## src/rtl/core/assert_macros.svh

```systemverilog
// ----------------------------------------------------------------------------
// Assertion macros
// Shared macros for the concurrent checks in the RTL. Every check samples
// on the rising edge of clk and is held off while arst_n is low.
// ----------------------------------------------------------------------------
`ifndef ASSERT_MACROS_SVH
`define ASSERT_MACROS_SVH

// A property that must hold at every clock edge out of reset.
`define SPIM_ASSERT_ALWAYS(name, prop, msg) \
	name: assert property (@(posedge clk) disable iff (!arst_n) (prop)) else $error(msg);

// A condition that implies another at the same edge.
`define SPIM_ASSERT_IMPLY(name, pre, post, msg) \
	name: assert property (@(posedge clk) disable iff (!arst_n) (pre) |-> (post)) \
		else $error(msg);

`endif

```

## src/rtl/core/spim_pkg.sv

```systemverilog
// ----------------------------------------------------------------------------
// SPI register access master package
// Types, phase codes and sizes shared by the sequencer step logic and the
// top level.
// ----------------------------------------------------------------------------
package spim_pkg;

	// Width of the delay register and the wait counter.
	localparam int DelayWidth = 16;
	localparam logic [DelayWidth-1:0] DelayReset = DelayWidth'(2);

	// Request codes carried on the op field.
	localparam logic [1:0] OP_TICK  = 2'd0;
	localparam logic [1:0] OP_WRITE = 2'd1;
	localparam logic [1:0] OP_READ  = 2'd2;

	// Sequencer phase codes.
	localparam logic [2:0] PH_IDLE      = 3'd0;
	localparam logic [2:0] PH_WR_SCKHI  = 3'd1;
	localparam logic [2:0] PH_WR_SCKLO  = 3'd2;
	localparam logic [2:0] PH_RD_MOSIHI = 3'd3;
	localparam logic [2:0] PH_RD_SAMPLE = 3'd4;
	localparam logic [2:0] PH_RD_END    = 3'd5;
	localparam logic [2:0] PH_STOP      = 3'd6;
	localparam logic [2:0] PH_DONE      = 3'd7;

	// Bit counts at which the address byte and the whole frame are done.
	localparam logic [4:0] BitsByte  = 5'd8;
	localparam logic [4:0] BitsFrame = 5'd16;

	// Sequencer state kept between ticks.
	typedef struct packed {
		logic [2:0]            phase;
		logic [4:0]            bit_cnt;
		logic [DelayWidth-1:0] wait_cnt;
		logic [15:0]           tx_shift;
		logic [7:0]            rx_shift;
		logic                  is_read;
		logic                  cs_n;
		logic                  sck;
		logic                  mosi;
	} spim_state_t;

	// Result of one tick.
	typedef struct packed {
		logic       rejected;
		logic       rdata_valid;
		logic [7:0] rdata;
		logic       busy_res;
		logic       mosi;
		logic       sck;
		logic       cs_n;
	} spim_result_t;

endpackage

```

## src/rtl/core/spi_register_access_master.sv

```systemverilog
// A tick passes from the input register to the result register.
// Throughput: one tick per clock while m_tready is high and no delay write is
// offered; an input register and a result register with backpressure let a new
// tick enter while the last result waits. The sequencer state advances as a tick
// leaves the input register. Reset (arst_n low, asynchronous): idle, cs_n high,
// sck and mosi low, delay_ticks 2, both stages empty.
// ----------------------------------------------------------------------------
// SPI register access master
// Tick-driven SPI mode 0 master for one-byte register writes and reads.
// ----------------------------------------------------------------------------
`include "assert_macros.svh"

module spi_register_access_master (
	input  logic        clk,
	input  logic        arst_n,
	// Configuration: delay_ticks
	input  logic        cfg_valid,
	output logic        cfg_ready,
	input  logic [15:0] cfg_data,
	// Tick input
	input  logic        s_tvalid,
	output logic        s_tready,
	input  logic [15:0] s_tdata,   // addr[6:0], wdata[14:7], miso[15]
	input  logic [1:0]  s_tuser,   // op[1:0]
	// Tick result
	output logic        m_tvalid,
	input  logic        m_tready,
	output logic [15:0] m_tdata    // cs_n[0], sck[1], mosi[2], busy_res[3],
	                               // rdata[11:4], rdata_valid[12], rejected[13],
	                               // zero[15:14]
);

	logic [spim_pkg::DelayWidth-1:0] delay_q;
	logic [spim_pkg::DelayWidth-1:0] dlen;

	logic                   v_s1;
	logic [1:0]             op_s1;
	logic [6:0]             addr_s1;
	logic [7:0]             wdata_s1;
	logic                   miso_s1;

	logic                   v_s2;
	spim_pkg::spim_result_t res_s2;

	spim_pkg::spim_state_t  st_q;
	spim_pkg::spim_state_t  st_nxt;
	spim_pkg::spim_result_t res_nxt;

	logic                   adv_s2;
	logic                   st_idle;
	logic                   rd_done_s2;

	// Configuration register, written only while no tick waits in the input register.
	assign cfg_ready = !v_s1;

	always_ff @(posedge clk or negedge arst_n) begin
		if (!arst_n) begin
			delay_q <= spim_pkg::DelayReset;
		end else if (cfg_valid && cfg_ready) begin
			delay_q <= cfg_data[spim_pkg::DelayWidth-1:0];
		end
	end

	// A delay of zero acts as one tick.
	assign dlen = (delay_q == '0) ? spim_pkg::DelayWidth'(1) : delay_q;

	// Handshake between the stages. No tick enters while a delay write is offered.
	assign adv_s2   = v_s1 && (!v_s2 || m_tready);
	assign s_tready = (!v_s1 || adv_s2) && !cfg_valid;

	// Input register.
	always_ff @(posedge clk or negedge arst_n) begin
		if (!arst_n) begin
			v_s1 <= 1'b0;
		end else if (!v_s1 || adv_s2) begin
			v_s1 <= s_tvalid && s_tready;
		end
	end

	always_ff @(posedge clk) begin
		if (s_tready && s_tvalid) begin
			op_s1    <= s_tuser;
			addr_s1  <= s_tdata[6:0];
			wdata_s1 <= s_tdata[14:7];
			miso_s1  <= s_tdata[15];
		end
	end

	// Sequencer step for the tick in the input register.
	spim_step u_step (
		.cur   (st_q),
		.op    (op_s1),
		.addr  (addr_s1),
		.wdata (wdata_s1),
		.miso  (miso_s1),
		.dlen  (dlen),
		.nxt   (st_nxt),
		.res   (res_nxt)
	);

	// Sequencer state, updated as the tick moves on.
	always_ff @(posedge clk or negedge arst_n) begin
		if (!arst_n) begin
			st_q.phase    <= spim_pkg::PH_IDLE;
			st_q.bit_cnt  <= '0;
			st_q.wait_cnt <= '0;
			st_q.tx_shift <= '0;
			st_q.rx_shift <= '0;
			st_q.is_read  <= 1'b0;
			st_q.cs_n     <= 1'b1;
			st_q.sck      <= 1'b0;
			st_q.mosi     <= 1'b0;
		end else if (adv_s2) begin
			st_q <= st_nxt;
		end
	end

	// Result register.
	always_ff @(posedge clk or negedge arst_n) begin
		if (!arst_n) begin
			v_s2 <= 1'b0;
		end else if (!v_s2 || m_tready) begin
			v_s2 <= v_s1;
		end
	end

	always_ff @(posedge clk) begin
		if (adv_s2) begin
			res_s2 <= res_nxt;
		end
	end

	assign m_tvalid = v_s2;
	assign m_tdata  = {2'b00, res_s2};

	// Checks on the sequencer.
	assign st_idle    = (st_q.phase == spim_pkg::PH_IDLE);
	assign rd_done_s2 = v_s2 && res_s2.rdata_valid;

	`SPIM_ASSERT_IMPLY(a_idle_no_wait, st_idle, st_q.wait_cnt == '0, "idle with a pending wait")
	`SPIM_ASSERT_IMPLY(a_idle_cs_high, st_idle, st_q.cs_n && !st_q.sck, "idle with pins active")
	`SPIM_ASSERT_ALWAYS(a_bit_cnt_range, st_q.bit_cnt <= spim_pkg::BitsFrame, "bit count overrun")
	`SPIM_ASSERT_IMPLY(a_valid_not_busy, rd_done_s2, !res_s2.busy_res && res_s2.cs_n, "busy read")

endmodule

```

## src/rtl/core/spim_step.sv

```systemverilog
// ----------------------------------------------------------------------------
// SPI sequencer step
// Combinational next state and result for one tick of the mode 0 sequencer.
// ----------------------------------------------------------------------------
module spim_step (
	input  spim_pkg::spim_state_t              cur,
	input  logic [1:0]                         op,
	input  logic [6:0]                         addr,
	input  logic [7:0]                         wdata,
	input  logic                               miso,
	input  logic [spim_pkg::DelayWidth-1:0]    dlen,
	output spim_pkg::spim_state_t              nxt,
	output spim_pkg::spim_result_t             res
);

	logic                              request;
	logic                              valid;
	logic                              rejected;
	logic [spim_pkg::DelayWidth-1:0]   wait_dec;
	logic [4:0]                        bit_inc;

	assign request  = (op == spim_pkg::OP_WRITE) || (op == spim_pkg::OP_READ);
	assign wait_dec = cur.wait_cnt - spim_pkg::DelayWidth'(1);
	assign bit_inc  = cur.bit_cnt + 5'd1;

	// Next state of the sequencer for this tick.
	always_comb begin
		nxt      = cur;
		valid    = 1'b0;
		rejected = 1'b0;
		if (cur.phase == spim_pkg::PH_IDLE) begin
			if (request) begin
				nxt.is_read  = (op == spim_pkg::OP_READ);
				nxt.tx_shift = (op == spim_pkg::OP_READ) ? {1'b0, addr, 8'h00}
				                                         : {1'b1, addr, wdata};
				nxt.rx_shift = 8'h00;
				nxt.bit_cnt  = 5'd0;
				nxt.cs_n     = 1'b0;
				nxt.wait_cnt = dlen;
				nxt.phase    = spim_pkg::PH_WR_SCKHI;
			end
		end else begin
			rejected = request;
			if (cur.wait_cnt != '0) begin
				nxt.wait_cnt = wait_dec;
				if ((wait_dec == '0) && (cur.phase == spim_pkg::PH_DONE)) begin
					nxt.phase = spim_pkg::PH_IDLE;
					valid     = cur.is_read;
				end
			end else begin
				case (cur.phase)
					spim_pkg::PH_WR_SCKHI: begin
						nxt.mosi     = cur.tx_shift[15];
						nxt.sck      = 1'b1;
						nxt.wait_cnt = dlen;
						nxt.phase    = spim_pkg::PH_WR_SCKLO;
					end
					spim_pkg::PH_WR_SCKLO: begin
						nxt.sck      = 1'b0;
						nxt.tx_shift = {cur.tx_shift[14:0], 1'b0};
						nxt.bit_cnt  = bit_inc;
						nxt.wait_cnt = dlen;
						if (cur.is_read && (bit_inc == spim_pkg::BitsByte)) begin
							nxt.phase = spim_pkg::PH_RD_MOSIHI;
						end else if (!cur.is_read && (bit_inc == spim_pkg::BitsFrame)) begin
							nxt.phase = spim_pkg::PH_STOP;
						end else begin
							nxt.phase = spim_pkg::PH_WR_SCKHI;
						end
					end
					spim_pkg::PH_RD_MOSIHI: begin
						nxt.mosi     = 1'b1;
						nxt.wait_cnt = dlen;
						nxt.phase    = spim_pkg::PH_RD_SAMPLE;
					end
					spim_pkg::PH_RD_SAMPLE: begin
						nxt.sck      = 1'b1;
						nxt.rx_shift = {cur.rx_shift[6:0], miso};
						nxt.phase    = spim_pkg::PH_RD_END;
					end
					spim_pkg::PH_RD_END: begin
						nxt.sck     = 1'b0;
						nxt.mosi    = 1'b0;
						nxt.bit_cnt = bit_inc;
						nxt.phase   = (bit_inc >= spim_pkg::BitsFrame) ? spim_pkg::PH_STOP
						                                               : spim_pkg::PH_RD_MOSIHI;
					end
					spim_pkg::PH_STOP: begin
						nxt.cs_n     = 1'b1;
						nxt.wait_cnt = dlen;
						nxt.phase    = spim_pkg::PH_DONE;
					end
					default: begin
						// Done with no wait left: finish the transaction.
						valid     = (cur.phase == spim_pkg::PH_DONE) ? cur.is_read : 1'b0;
						nxt.cs_n  = 1'b1;
						nxt.sck   = 1'b0;
						nxt.phase = spim_pkg::PH_IDLE;
					end
				endcase
			end
		end
	end

	// Pin levels and status after the tick.
	always_comb begin
		res.cs_n        = nxt.cs_n;
		res.sck         = nxt.sck;
		res.mosi        = nxt.mosi;
		res.busy_res    = (nxt.phase != spim_pkg::PH_IDLE);
		res.rdata       = valid ? nxt.rx_shift : 8'h00;
		res.rdata_valid = valid;
		res.rejected    = rejected;
	end

endmodule
```

## config.mk

```make
export PLATFORM = sky130hd
export DESIGN_NAME = spi_register_access_master
export DESIGN_NICKNAME = d
export VERILOG_FILES = /design/src/rtl/core/spim_pkg.sv /design/src/rtl/core/spi_register_access_master.sv /design/src/rtl/core/spim_step.sv
export VERILOG_INCLUDE_DIRS = /design/src /design/src/rtl/core
export SDC_FILE = /design/constraint.sdc
export NUM_CORES = 1
export LEC_CHECK = 0
export ABC_AREA = 1
export BUFFER_PORTS_ARGS = -buffer_cell sky130_fd_sc_hd__buf_2
export CAP_MARGIN = 20
export CORE_UTILIZATION = 55
export CTS_BUF_LIST = sky130_fd_sc_hd__clkbuf_4 sky130_fd_sc_hd__clkbuf_8
export CTS_CLUSTER_DIAMETER = 60
export CTS_CLUSTER_SIZE = 10
export DETAILED_ROUTE_END_ITERATION = 16
export PLACE_DENSITY = 0.83
export RECOVER_POWER = 100
export SLEW_MARGIN = 0
export SYNTH_ARGS = -nofsm -noshare
export SYNTH_HDL_FRONTEND = slang
export SYNTH_SLANG_ARGS = --single-unit
export TNS_END_PERCENT = 100
```

## constraint.sdc

```tcl
create_clock -name clk -period 2.21 [get_ports clk]
set_clock_uncertainty 0.1 [all_clocks]
set_input_delay 0.1105 -clock clk [delete_from_list [all_inputs] [get_ports clk]]
set_output_delay 0.1105 -clock clk [all_outputs]
set_load 0.05 [all_outputs]
```

==> out/results.ini, run 1 <==
[status]
status = finished with violations
failed_checks = capacitance limit, slew limit, setup timing

[pwr]
finalPower_w = 0.00648
power_density_mw_per_mm2 = 995
static-leakage-power_nw = 2.86
peakVddDrop_v = 0.000633

[drt]
vias = 4829
remaining_drc_errors = 0
ant_nets = 0
vias_per_cell = 5.68
drt-initial-drc-count = 435
drt_wl_total_um = 13900
wl_per_cell_um = 16.3
firstDrtPassIters = 6

[global_route]
grt_max_degree = 71
antenna_found_initial = 0
overflow = 0
first_global_vias = 4612
grt_pass1_wl_um = 21600
grt_use_total_pct = 28.1

[floorplanning]
fp-row-count = 35
fp.coreArea_mm2 = 0.00920
dieHeight_um = 99.3
initial_core_util_pct = 56.6
ioPinCount = 58
die_x_um = 99.3
die_area_mm2 = 0.00986

[cells_and_area]
num_antenna_cells = 0
syn_to_final_growth_pct = 25.0
drive_gt1_share_pct = 22.7
fin_nets = 780
final_util_pct = 70.8
final.fill_count = 684
design_area_mm2 = 0.00651
stdcell_count = 850

[clock_tree]
clock_path_buffers = 2
root_buffer = clkbuf_8
cts_tree = built
cts_made_buffers = 9
clock_latency_ns = 0.38
clk_pin_slew_worst_paths_ns = 0.13
h-tree-depth = 3
clock_sinks = 102

[critical_path]
required_ns = 2.25
critPathArrivalTime_ns = 2.27
cp_max_fo = 5
r2r_cells = 13
crit_type = flop to flop
endpoint_kind = flop
startpoint_type = flop

[sta]
fmax_ghz = 0.449
fin_ws_ns = -0.0180
report.final.slew_viol_count = 71
period_share_pct = 101
rsz0062_at_grt = yes
final.min_clock_period_ns = 2.23
setup_viol = 5
tightest_slew_ns = 1.56
slew_headroom_pct = -4.15
hold_viol = 0

[place]
dpl.cell_count = 786
place_hpwl_um = 8710
dpl_cell_area_mm2 = 0.00573
gp_congestion = 0.979
io_buffers = 55

[yosys]
syn_avg_cell_area_um2 = 8.48
ys_types = 43
synth_area_mm2 = 0.00521
yosys_warnings = 0
yosys_register_bits = 102
seq_area_frac_synth_pct = 52.2
synthCells = 614

[min_path]
hold_depth = 2
hold_path_class = input pin to flop

[flow_run]
drv_cap = 1

==> cell type report <==
type,instances,area [um2],share of cell area (%)
clock buffers,9,124,1.90
clock inverters,7,66.3,1.02
inverters,72,278,4.27
multi-input cells,422,2290,35.2
flip-flops and latches,102,2720,41.8
well taps,111,139,2.13
repair buffers,127,888,13.7
==> placed cells by master (no fill, tap or decap), types with 7 or more instances in the layout <==
cell type / n
nand3_1: 40
clkbuf_8: 9
a31oi_1: 14
clkbuf_1: 18
edfxtp_1: 32
nand2_2: 9
buf_4: 28
nand2_1: 131
nor2_4: 8
buf_2: 40
nor2_2: 22
nor2_1: 59
dlygate4sd3_1: 38
o21ai_1: 18
o22ai_1: 8
o21ai_0: 31
dfrtp_1: 64
inv_1: 62
a21oi_1: 24
inv_2: 7
==> flip-flops by register name (all words and copies together) (netlist names), 2 cells and up <==
name,count
st_q,52
delay_q,16
addr_s1,7
op_s1,2
m_tdata,14
wdata_s1,8
==> logic make-up (layout without fill, tap and decap cells) <==
family	count (synthesis)	in the layout	synth area share [%]
buffers and inverters	92	215	7.21
adder cells (fa/ha/maj)	7	7	1.68
AO/OA/AOI/OAI	111	111	11.8
other	1	2	0.0720
multiplexers	2	2	0.433
AND/OR/NAND/NOR	292	293	25.4
flip-flops	102	102	52.2
XOR/XNOR	7	7	1.18
==> worst max-delay path, cell delays in order (launching register included) <==
cell and delay (ns):
dfrtp_1 0.44, inv_2 0.12, ha_4 0.20, nand2_4 0.08, nand2_2 0.07, nand2_2 0.06
nor2_1 0.10, nand2_1 0.06, nor2_1 0.14, nand2_1 0.08, nor2_2 0.11, nand3_2 0.12
a21oi_1 0.19, nand3_1 0.09
==> per-layer routing <==
layer / global-route usage [%] / vias up / share of wire [%] / routed length [um]
li1: - / 2256 / - / -
met1: 35.6 / 2283 / 41 / 5700
met2: 48.0 / 242 / 50 / 6920
met3: 5.69 / 48 / 6.6 / 918
met4: 10.2 / 0 / 2.3 / 322
met5: 0 / - / 0 / 0
==> stage by stage <==
stage / hold slack, ns / setup slack (ns) / TNS, ns
detailed placement: 0.0620 / -0.0910 / -0.189
global route: 0.331 / -0.158 / -0.769
finish: 0.341 / -0.0180 / -0.0448
CTS: 0.202 / 0.00309 / 0
floorplan: -0.285 / 0.120 / 0
global placement: 0.0653 / -0.0201 / -0.0201
==> synthesized netlist by cell type <==
cell	count	area [um2]
dfstp_2	2	52.6
a21oi_1	28	140
a32oi_1	1	8.76
nand3b_1	1	7.51
nor2_1	79	297
nand3_4	2	35.0
buf_1	1	3.75
edfxtp_1	32	961
or2_1	1	6.26
buf_2	6	30.0
clkbuf_1	7	26.3
a22oi_1	7	52.6
nand4_1	2	12.5
nand3_1	41	205
inv_1	64	240
conb_1	1	3.75
nand3_2	1	10.0
nor4_1	4	25.0
inv_2	8	30.0
ha_1	7	87.6
mux2_2	2	22.5
o21bai_1	1	7.51
nand2_2	7	43.8
nand2_4	1	11.3
nor2_2	6	37.5
xnor2_1	2	17.5
nor2_8	1	20.0
nor3_1	3	15.0
nor4_4	1	21.3
dfrtp_1	68	1700
o22a_1	1	8.76
nor2_4	4	45.0
o211ai_1	1	7.51
a41oi_1	1	8.76
o21ai_1	17	85.1
o22ai_1	8	50.1
o21ai_0	32	160
a31oi_1	14	87.6
nand2_1	135	507
buf_4	6	45.0
xor2_1	5	43.8
nor4_2	1	12.5
or2_2	2	12.5
==> what timing repair did <==
item / CTS / global route
endpoints found under the hold margin: 106 / 0
pin swaps: 0 / 16
gates resized for setup: 5 / 49
endpoints found under the setup margin: 9 / 56
setup buffers: 1 / 8
cloned: 0 / 1
hold buffers: 38 / 0
==> final timing paths <==
kind | startpoint | to | slack [ns]
setup / recovery | st_q[29] | m_tdata[3] | -0.02
hold / removal | s_tdata[3] | addr_s1[3] | 0.34
setup reg to reg | st_q[29] | m_tdata[3] | -0.02
hold reg to reg | wdata_s1[0] | st_q[12] | 0.41
max in group asynchronous | arst_n | st_q[31] | 0.31
min in group asynchronous | arst_n | st_q[35] | 0.63
==> power by group <==
part / total (W) / switching [W] / internal (W)
Sequential: 0.00273 / 0.000371 / 0.00236
Combinational: 0.00256 / 0.00163 / 0.000933
Clock: 0.00118 / 0.000743 / 0.000436
No activity file was read; power rests on OpenSTA's default activity.
==> run 2, diff against run 1 <==
--- a/config.mk
+++ b/config.mk
@@ -14,8 +14,11 @@
 export CTS_CLUSTER_DIAMETER = 60
 export CTS_CLUSTER_SIZE = 10
 export DETAILED_ROUTE_END_ITERATION = 16
+export HOLD_SLACK_MARGIN = 0.02
 export PLACE_DENSITY = 0.83
 export RECOVER_POWER = 100
+export REMOVE_ABC_BUFFERS = 1
+export SKIP_LAST_GASP = 1
 export SLEW_MARGIN = 0
 export SYNTH_ARGS = -nofsm -noshare
 export SYNTH_HDL_FRONTEND = slang
==> run 2 against run 1 <==
The run now ends clean. Setup slack gained 0.020 ns. Clock-buffer cell count stayed put. Cell area up 2.4%. Wire length is 1.7% lower. Largest cell class unchanged. Highest routed layer unchanged.
==> out/results.ini, run 2 (synthesis gave the netlist of run 1 again) <==
[cells_and_area]
syn_to_final_growth_pct = 28.0
design_area_mm2 = 0.00666
drive_gt1_share_pct = 22.2
final.fill_count = 634
layout_commonest_cell = nand2_1
largest_reg_flops = 52
fin_nets = 784
top_register = st_q
stdcell_count = 854
num_antenna_cells = 0
layout_common_cells = nand2_1 (133), nor2_1 (68), dfrtp_1 (63), inv_1 (61), nand3_1 (41)

[min_path]
hold_path_class = input pin to flop
hold_depth = 2

[floorplanning]
die_area_mm2 = 0.00986
initial_core_util_pct = 56.6
fp.coreArea_mm2 = 0.00920
ioPinCount = 58
dieHeight_um = 99.3
die_x_um = 99.3
fp-row-count = 35

[clock_tree]
root_buffer = clkbuf_8
cts_made_buffers = 9
clk_pin_slew_worst_paths_ns = 0.12
cts_tree = built
clock_path_buffers = 2
h-tree-depth = 3
clock_sinks = 102
clock_latency_ns = 0.39

[status]
status = complete, no violations

[global_route]
grt_use_total_pct = 28.3
top_usage_layer = met2
use_met2_pct = 45.9
grt_pass1_wl_um = 22000
met3_usage_pct = 4.08
grtUsageMet1_pct = 37.8
grt_max_degree = 71
antenna_found_initial = 0
first_global_vias = 4667
overflow = 0

[pwr]
power_density_mw_per_mm2 = 1020
static-leakage-power_nw = 2.92
peakVddDrop_v = 0.000573
finalPower_w = 0.00678

[place]
place_hpwl_um = 8410
dpl.cell_count = 785
gp_congestion = 0.928
dpl_cell_area_mm2 = 0.00572
io_buffers = 55

[flow_run]
drv_cap = 0

[critical_path]
crit_type = flop to flop
endpoint_kind = flop
critPathArrivalTime_ns = 2.24
required_ns = 2.24
startpoint_type = flop
r2r_slack_ns = 0.002
cp_max_fo = 5
r2r_cells = 14

[sta]
tightest_slew_ns = 0.980
final.min_clock_period_ns = 2.21
rsz0062_at_grt = yes
setup_tns_ns = 0
period_share_pct = 99.9
setup_viol = 0
hold_viol = 0
slew_headroom_pct = 34.7
report.final.slew_viol_count = 0
whs_ns = 0.324
fmax_ghz = 0.453

[drt]
firstDrtPassIters = 6
vias = 4822
vias_per_cell = 5.65
drt_wl_total_um = 13600
wl_per_cell_um = 16.0
ant_nets = 0
remaining_drc_errors = 0
drt-initial-drc-count = 288

[run 2: cell types whose count changed in the layout (fill, tap and decap cells not counted), sizes merged]
cell | before | now
clkbuf | 29 | 32
bufinv | 0 | 2
inv | 75 | 73
buf | 69 | 70
clkinv | 3 | 4
clkinvlp | 1 | 0
nand3 | 45 | 44
nor2 | 90 | 91
[run 2: cell type report]
cell class | instances | area [um2] | area share (%)
flip-flops and latches | 102 | 2720 | 40.8
multi-input cells | 422 | 2330 | 34.9
repair buffers | 131 | 948 | 14.2
inverters | 72 | 275 | 4.13
well taps | 111 | 139 | 2.08
clock inverters | 7 | 129 | 1.93
clock buffers | 9 | 124 | 1.86
[run 2: worst max-delay path: stages (launching register included)]
cell and delay [ns]:
dfrtp_1 0.40, inv_2 0.08, ha_4 0.19, xnor2_2 0.19, nand2_1 0.09, nor2_1 0.10, nand2_1 0.06, nor2_2 0.13
nand2_1 0.08, nor2_2 0.12, nand3_2 0.13, nand2_1 0.09, nand2_1 0.07, inv_1 0.06, nand3_1 0.07
[run 2: layer usage]
metal / part of all wire (%) / vias to the layer above
met5: 0 / -
met4: 3.0 / 0
met3: 5.8 / 44
met2: 48 / 217
met1: 43 / 2292
li1: - / 2269
[run 2: final timing paths]
| check | from | end |
|---|---|---|
| min in group asynchronous | arst_n | st_q[6] |
| max in group asynchronous | arst_n | st_q[31] |
| hold reg to reg | st_q[0] | st_q[0] |
| setup / recovery | st_q[29] | m_tdata[3] |
| setup reg to reg | st_q[29] | m_tdata[3] |
| hold / removal | s_tdata[4] | addr_s1[4] |
[run 2: power by group]
part / switching, W / internal, W / leakage [nW] / total [W]
registers: 0.000378 / 0.00236 / 1.16 / 0.00274
logic: 0.00167 / 0.000943 / 1.63 / 0.00261
clock network: 0.000752 / 0.000676 / 0.124 / 0.00143
[run 2: what timing repair did]
| action | 4_1_cts | 5_1_grt |
|---|---|---|
| buffers inserted | 2 | 12 |
| resized for setup | 3 | 56 |
| hold buffers | 38 | 0 |
| hold endpoints to repair | 106 | 0 |
| pin swaps | 2 | 15 |
| endpoints found under the setup margin | 25 | 49 |
| cloned | 1 | 0 |
[run 2: metrics by stage]
stage | utilization (%) | setup WS, ns
2_1_floorplan | - | -1.11
3_3_place_gp | 62.2 | -0.00319
3_5_place_dp | 62.2 | -0.104
4_1_cts | 69.5 | -0.0579
5_1_grt | 72.5 | -0.120
6_report | 72.5 | 0.00189
==> run 3, diff against run 2 <==
--- a/config.mk
+++ b/config.mk
@@ -6,20 +6,19 @@
 export SDC_FILE = /design/constraint.sdc
 export NUM_CORES = 1
 export LEC_CHECK = 0
-export ABC_AREA = 1
 export BUFFER_PORTS_ARGS = -buffer_cell sky130_fd_sc_hd__buf_2
 export CAP_MARGIN = 20
-export CORE_UTILIZATION = 55
+export CORE_UTILIZATION = 54
 export CTS_BUF_LIST = sky130_fd_sc_hd__clkbuf_4 sky130_fd_sc_hd__clkbuf_8
 export CTS_CLUSTER_DIAMETER = 60
 export CTS_CLUSTER_SIZE = 10
 export DETAILED_ROUTE_END_ITERATION = 16
 export HOLD_SLACK_MARGIN = 0.02
-export PLACE_DENSITY = 0.83
+export PLACE_DENSITY = 0.82
 export RECOVER_POWER = 100
 export REMOVE_ABC_BUFFERS = 1
 export SKIP_LAST_GASP = 1
-export SLEW_MARGIN = 0
+export SLEW_MARGIN = 20
 export SYNTH_ARGS = -nofsm -noshare
 export SYNTH_HDL_FRONTEND = slang
 export SYNTH_SLANG_ARGS = --single-unit
==> run 3 against run 2 <==
The flow now finishes with violations (capacitance limit, slew limit, setup timing). Combinational power rose by 42%. Via count rose by 2.3%. Clock power fell by 10%. Wire length rose by 29%. First-iteration DRC count rose by 150%. Final cell count fell by 14%. Critical path depth fell by 7. Maximum frequency fell by 17%. Global-route usage fell by 1.0 points. Non-clock buffer count rose by 47. Largest cell class unchanged.
==> out/results.ini, run 3 <==
[status]
status = finished with violations
failed_checks = capacitance limit, slew limit, setup timing

[place]
io_buffers = 55
dpl_cell_area_mm2 = 0.00578
place_hpwl_um = 7720
dpl.cell_count = 663
gp_congestion = 0.926

[flow_run]
drv_cap = 1

[clock_tree]
clock_path_buffers = 2
clock_sinks = 102
root_buffer = clkbuf_8
clock_latency_ns = 0.40
cts_made_buffers = 9
h-tree-depth = 3
clk_pin_slew_worst_paths_ns = 0.11
cts_tree = built

[sta]
hold_viol = 0
tightest_slew_ns = 1.78
rsz0062_at_grt = yes
slew_headroom_pct = -18.5
fmax_ghz = 0.377
fin_ws_ns = -0.445
period_share_pct = 120
report.final.slew_viol_count = 71
setup_viol = 65
final.min_clock_period_ns = 2.66
setup_tns_ns = -11.91

[pwr]
static-leakage-power_nw = 2.83
peakVddDrop_v = 0.000562
finalPower_w = 0.00784
power_density_mw_per_mm2 = 1100

[global_route]
grt_pass1_wl_um = 20600
antenna_found_initial = 0
grt_use_total_pct = 27.3
first_global_vias = 4308
overflow = 0
grt_max_degree = 71

[yosys]
ys_types = 62
post-synth-top-area-cell = dfrtp_1
synthCells = 453
yosys.cell_count.top_type = dfrtp_1
ys_dominant_reg_cell = dfrtp_1
syn_avg_cell_area_um2 = 10.8
synth-edff-count = 32
yosys-top-cells-area = dfrtp_1 (35%), edfxtp_1 (20%), mux2_2 (4.4%)
yosys_warnings = 0
async_flop_share_pct = 68.6
synth_area_mm2 = 0.00489
seq_area_frac_synth_pct = 55.5
netlist.area_leader.share_pct = 34.8
yosys_register_bits = 102
netlist_top_cells_count = dfrtp_1 (68), nor2_1 (42), a21oi_1 (37)

[drt]
wl_per_cell_um = 24.0
drt-initial-drc-count = 712
ant_nets = 0
drt_wl_total_um = 17500
vias_per_cell = 6.74
firstDrtPassIters = 12
vias = 4931
remaining_drc_errors = 0

[cells_and_area]
stdcell_count = 732
drive_gt1_share_pct = 42.3
design_area_mm2 = 0.00716
final_util_pct = 81.7
num_antenna_cells = 0
layout_common_cells = dfrtp_1 (68), buf_4 (54), buf_2 (39), dlygate4sd3_1 (36), edfxtp_1 (32)
largest_reg_flops = 52
final.fill_count = 434
fin_nets = 665
syn_to_final_growth_pct = 46.4
top_register = st_q
layout_commonest_cell = dfrtp_1

[floorplanning]
die_area_mm2 = 0.00944
dieHeight_um = 97.2
die_x_um = 97.2
fp.coreArea_mm2 = 0.00876
initial_core_util_pct = 55.8
fp-row-count = 34
ioPinCount = 58

[critical_path]
startpoint_type = flop
critical_path.slowest_cell = nor4bb_2
critPathArrivalTime_ns = 2.69
critPathBufInv = 0
cp-startpoint = st_q[44]
cp_top_family = simple AND/OR/NAND/NOR gates
crit_type = flop to flop
path_cells = ha_2, nand3_1, xor2_1, nor4bb_2, o22a_1, o221ai_2, or3_1
cp_max_fo = 3
critPathMaxStageDelay_ns = 0.45
required_ns = 2.25
endpoint_kind = flop
worstReg2RegStart = st_q[44]

[min_path]
hold_path_startpoint = s_tdata[12]
hold_path_class = input pin to flop

[run 3: cell count changes after synthesis, sizes merged, moves of 9 or more]
cell	before	now
a21oi	28	37
a22o	0	11
a22oi	7	24
a31oi	14	4
inv	72	14
mux2	2	19
nand2	143	23
nand3	44	15
nor2	90	44
nor3	3	16
o21ai	49	40
[run 3: stage by stage]
step	hold WS (ns)	setup WS (ns)
final	0.307	-0.445
after global routing	0.321	-0.422
after CTS	0.190	-0.144
after detailed placement	0.0662	-0.251
after global placement	0.0611	-0.219
after floorplan	-0.285	-1.46
[run 3: per-layer routing]
metal | share of wire (%) | GRT usage [%] | wire length (um) | vias up
met2 | 46 | 43.7 | 8140 | 422
met5 | 0 | 0 | 0 | -
met3 | 11 | 5.18 | 1880 | 137
met4 | 6.0 | 10.4 | 1050 | 0
met1 | 37 | 37.0 | 6480 | 2342
li1 | - | - | - | 2030
[run 3: layout make-up]
class	instances	area, um2	area share, %
well taps	108	135	1.89
multi-input cells	314	2610	36.5
flip-flops and latches	102	2720	37.9
clock inverters	6	77.6	1.08
inverters	14	52.6	0.734
repair buffers	178	1430	20.0
clock buffers	10	131	1.84
[run 3: power by group]
part	internal [W]	leakage, nW	total [W]	switching, W
logic	0.00161	1.54	0.00370	0.00210
clock network	0.000558	0.104	0.00128	0.000722
registers	0.00239	1.18	0.00285	0.000465
[run 3: what timing repair did]
action	4_1_cts	5_1_grt
cloned	2	8
hold buffers	36	0
pin swaps	16	36
endpoints found under the setup margin	62	62
endpoints found under the hold margin	106	0
buffers inserted	4	6
gates resized for setup	31	141
[run 3: cells by family after synthesis]
| logic type | after synthesis | share of synthesized area (%) |
|---|---|---|
| AO/OA/AOI/OAI | 146 | 19.9 |
| multiplexers | 20 | 4.58 |
| other | 1 | 0.0767 |
| buffers and inverters | 39 | 3.43 |
| flip-flops | 102 | 55.5 |
| XOR/XNOR | 4 | 0.717 |
| AND/OR/NAND/NOR | 134 | 14.0 |
| adder cells (fa/ha/maj) | 7 | 1.79 |
[run 3: final timing paths]
| path | to | slack (ns) | depth (start not counted) |
|---|---|---|---|
| min reg2reg | st_q[2] | 0.40 | 2 |
| max in group asynchronous | st_q[50] | 0.24 | 3 |
| min | wdata_s1[5] | 0.31 | 2 |
| max reg2reg | m_tdata[3] | -0.45 | 7 |
| min in group asynchronous | delay_q[15] | 0.72 | 3 |
| max | m_tdata[3] | -0.45 | 7 |
[run 3: worst register-to-register path, stage by stage (launching register included)]
cell      delay (ns)
dfrtp_1         0.42
ha_2            0.23
nand3_1         0.14
xor2_1          0.21
nor4bb_2        0.45
o22a_1          0.30
o221ai_2        0.16
or3_1           0.39
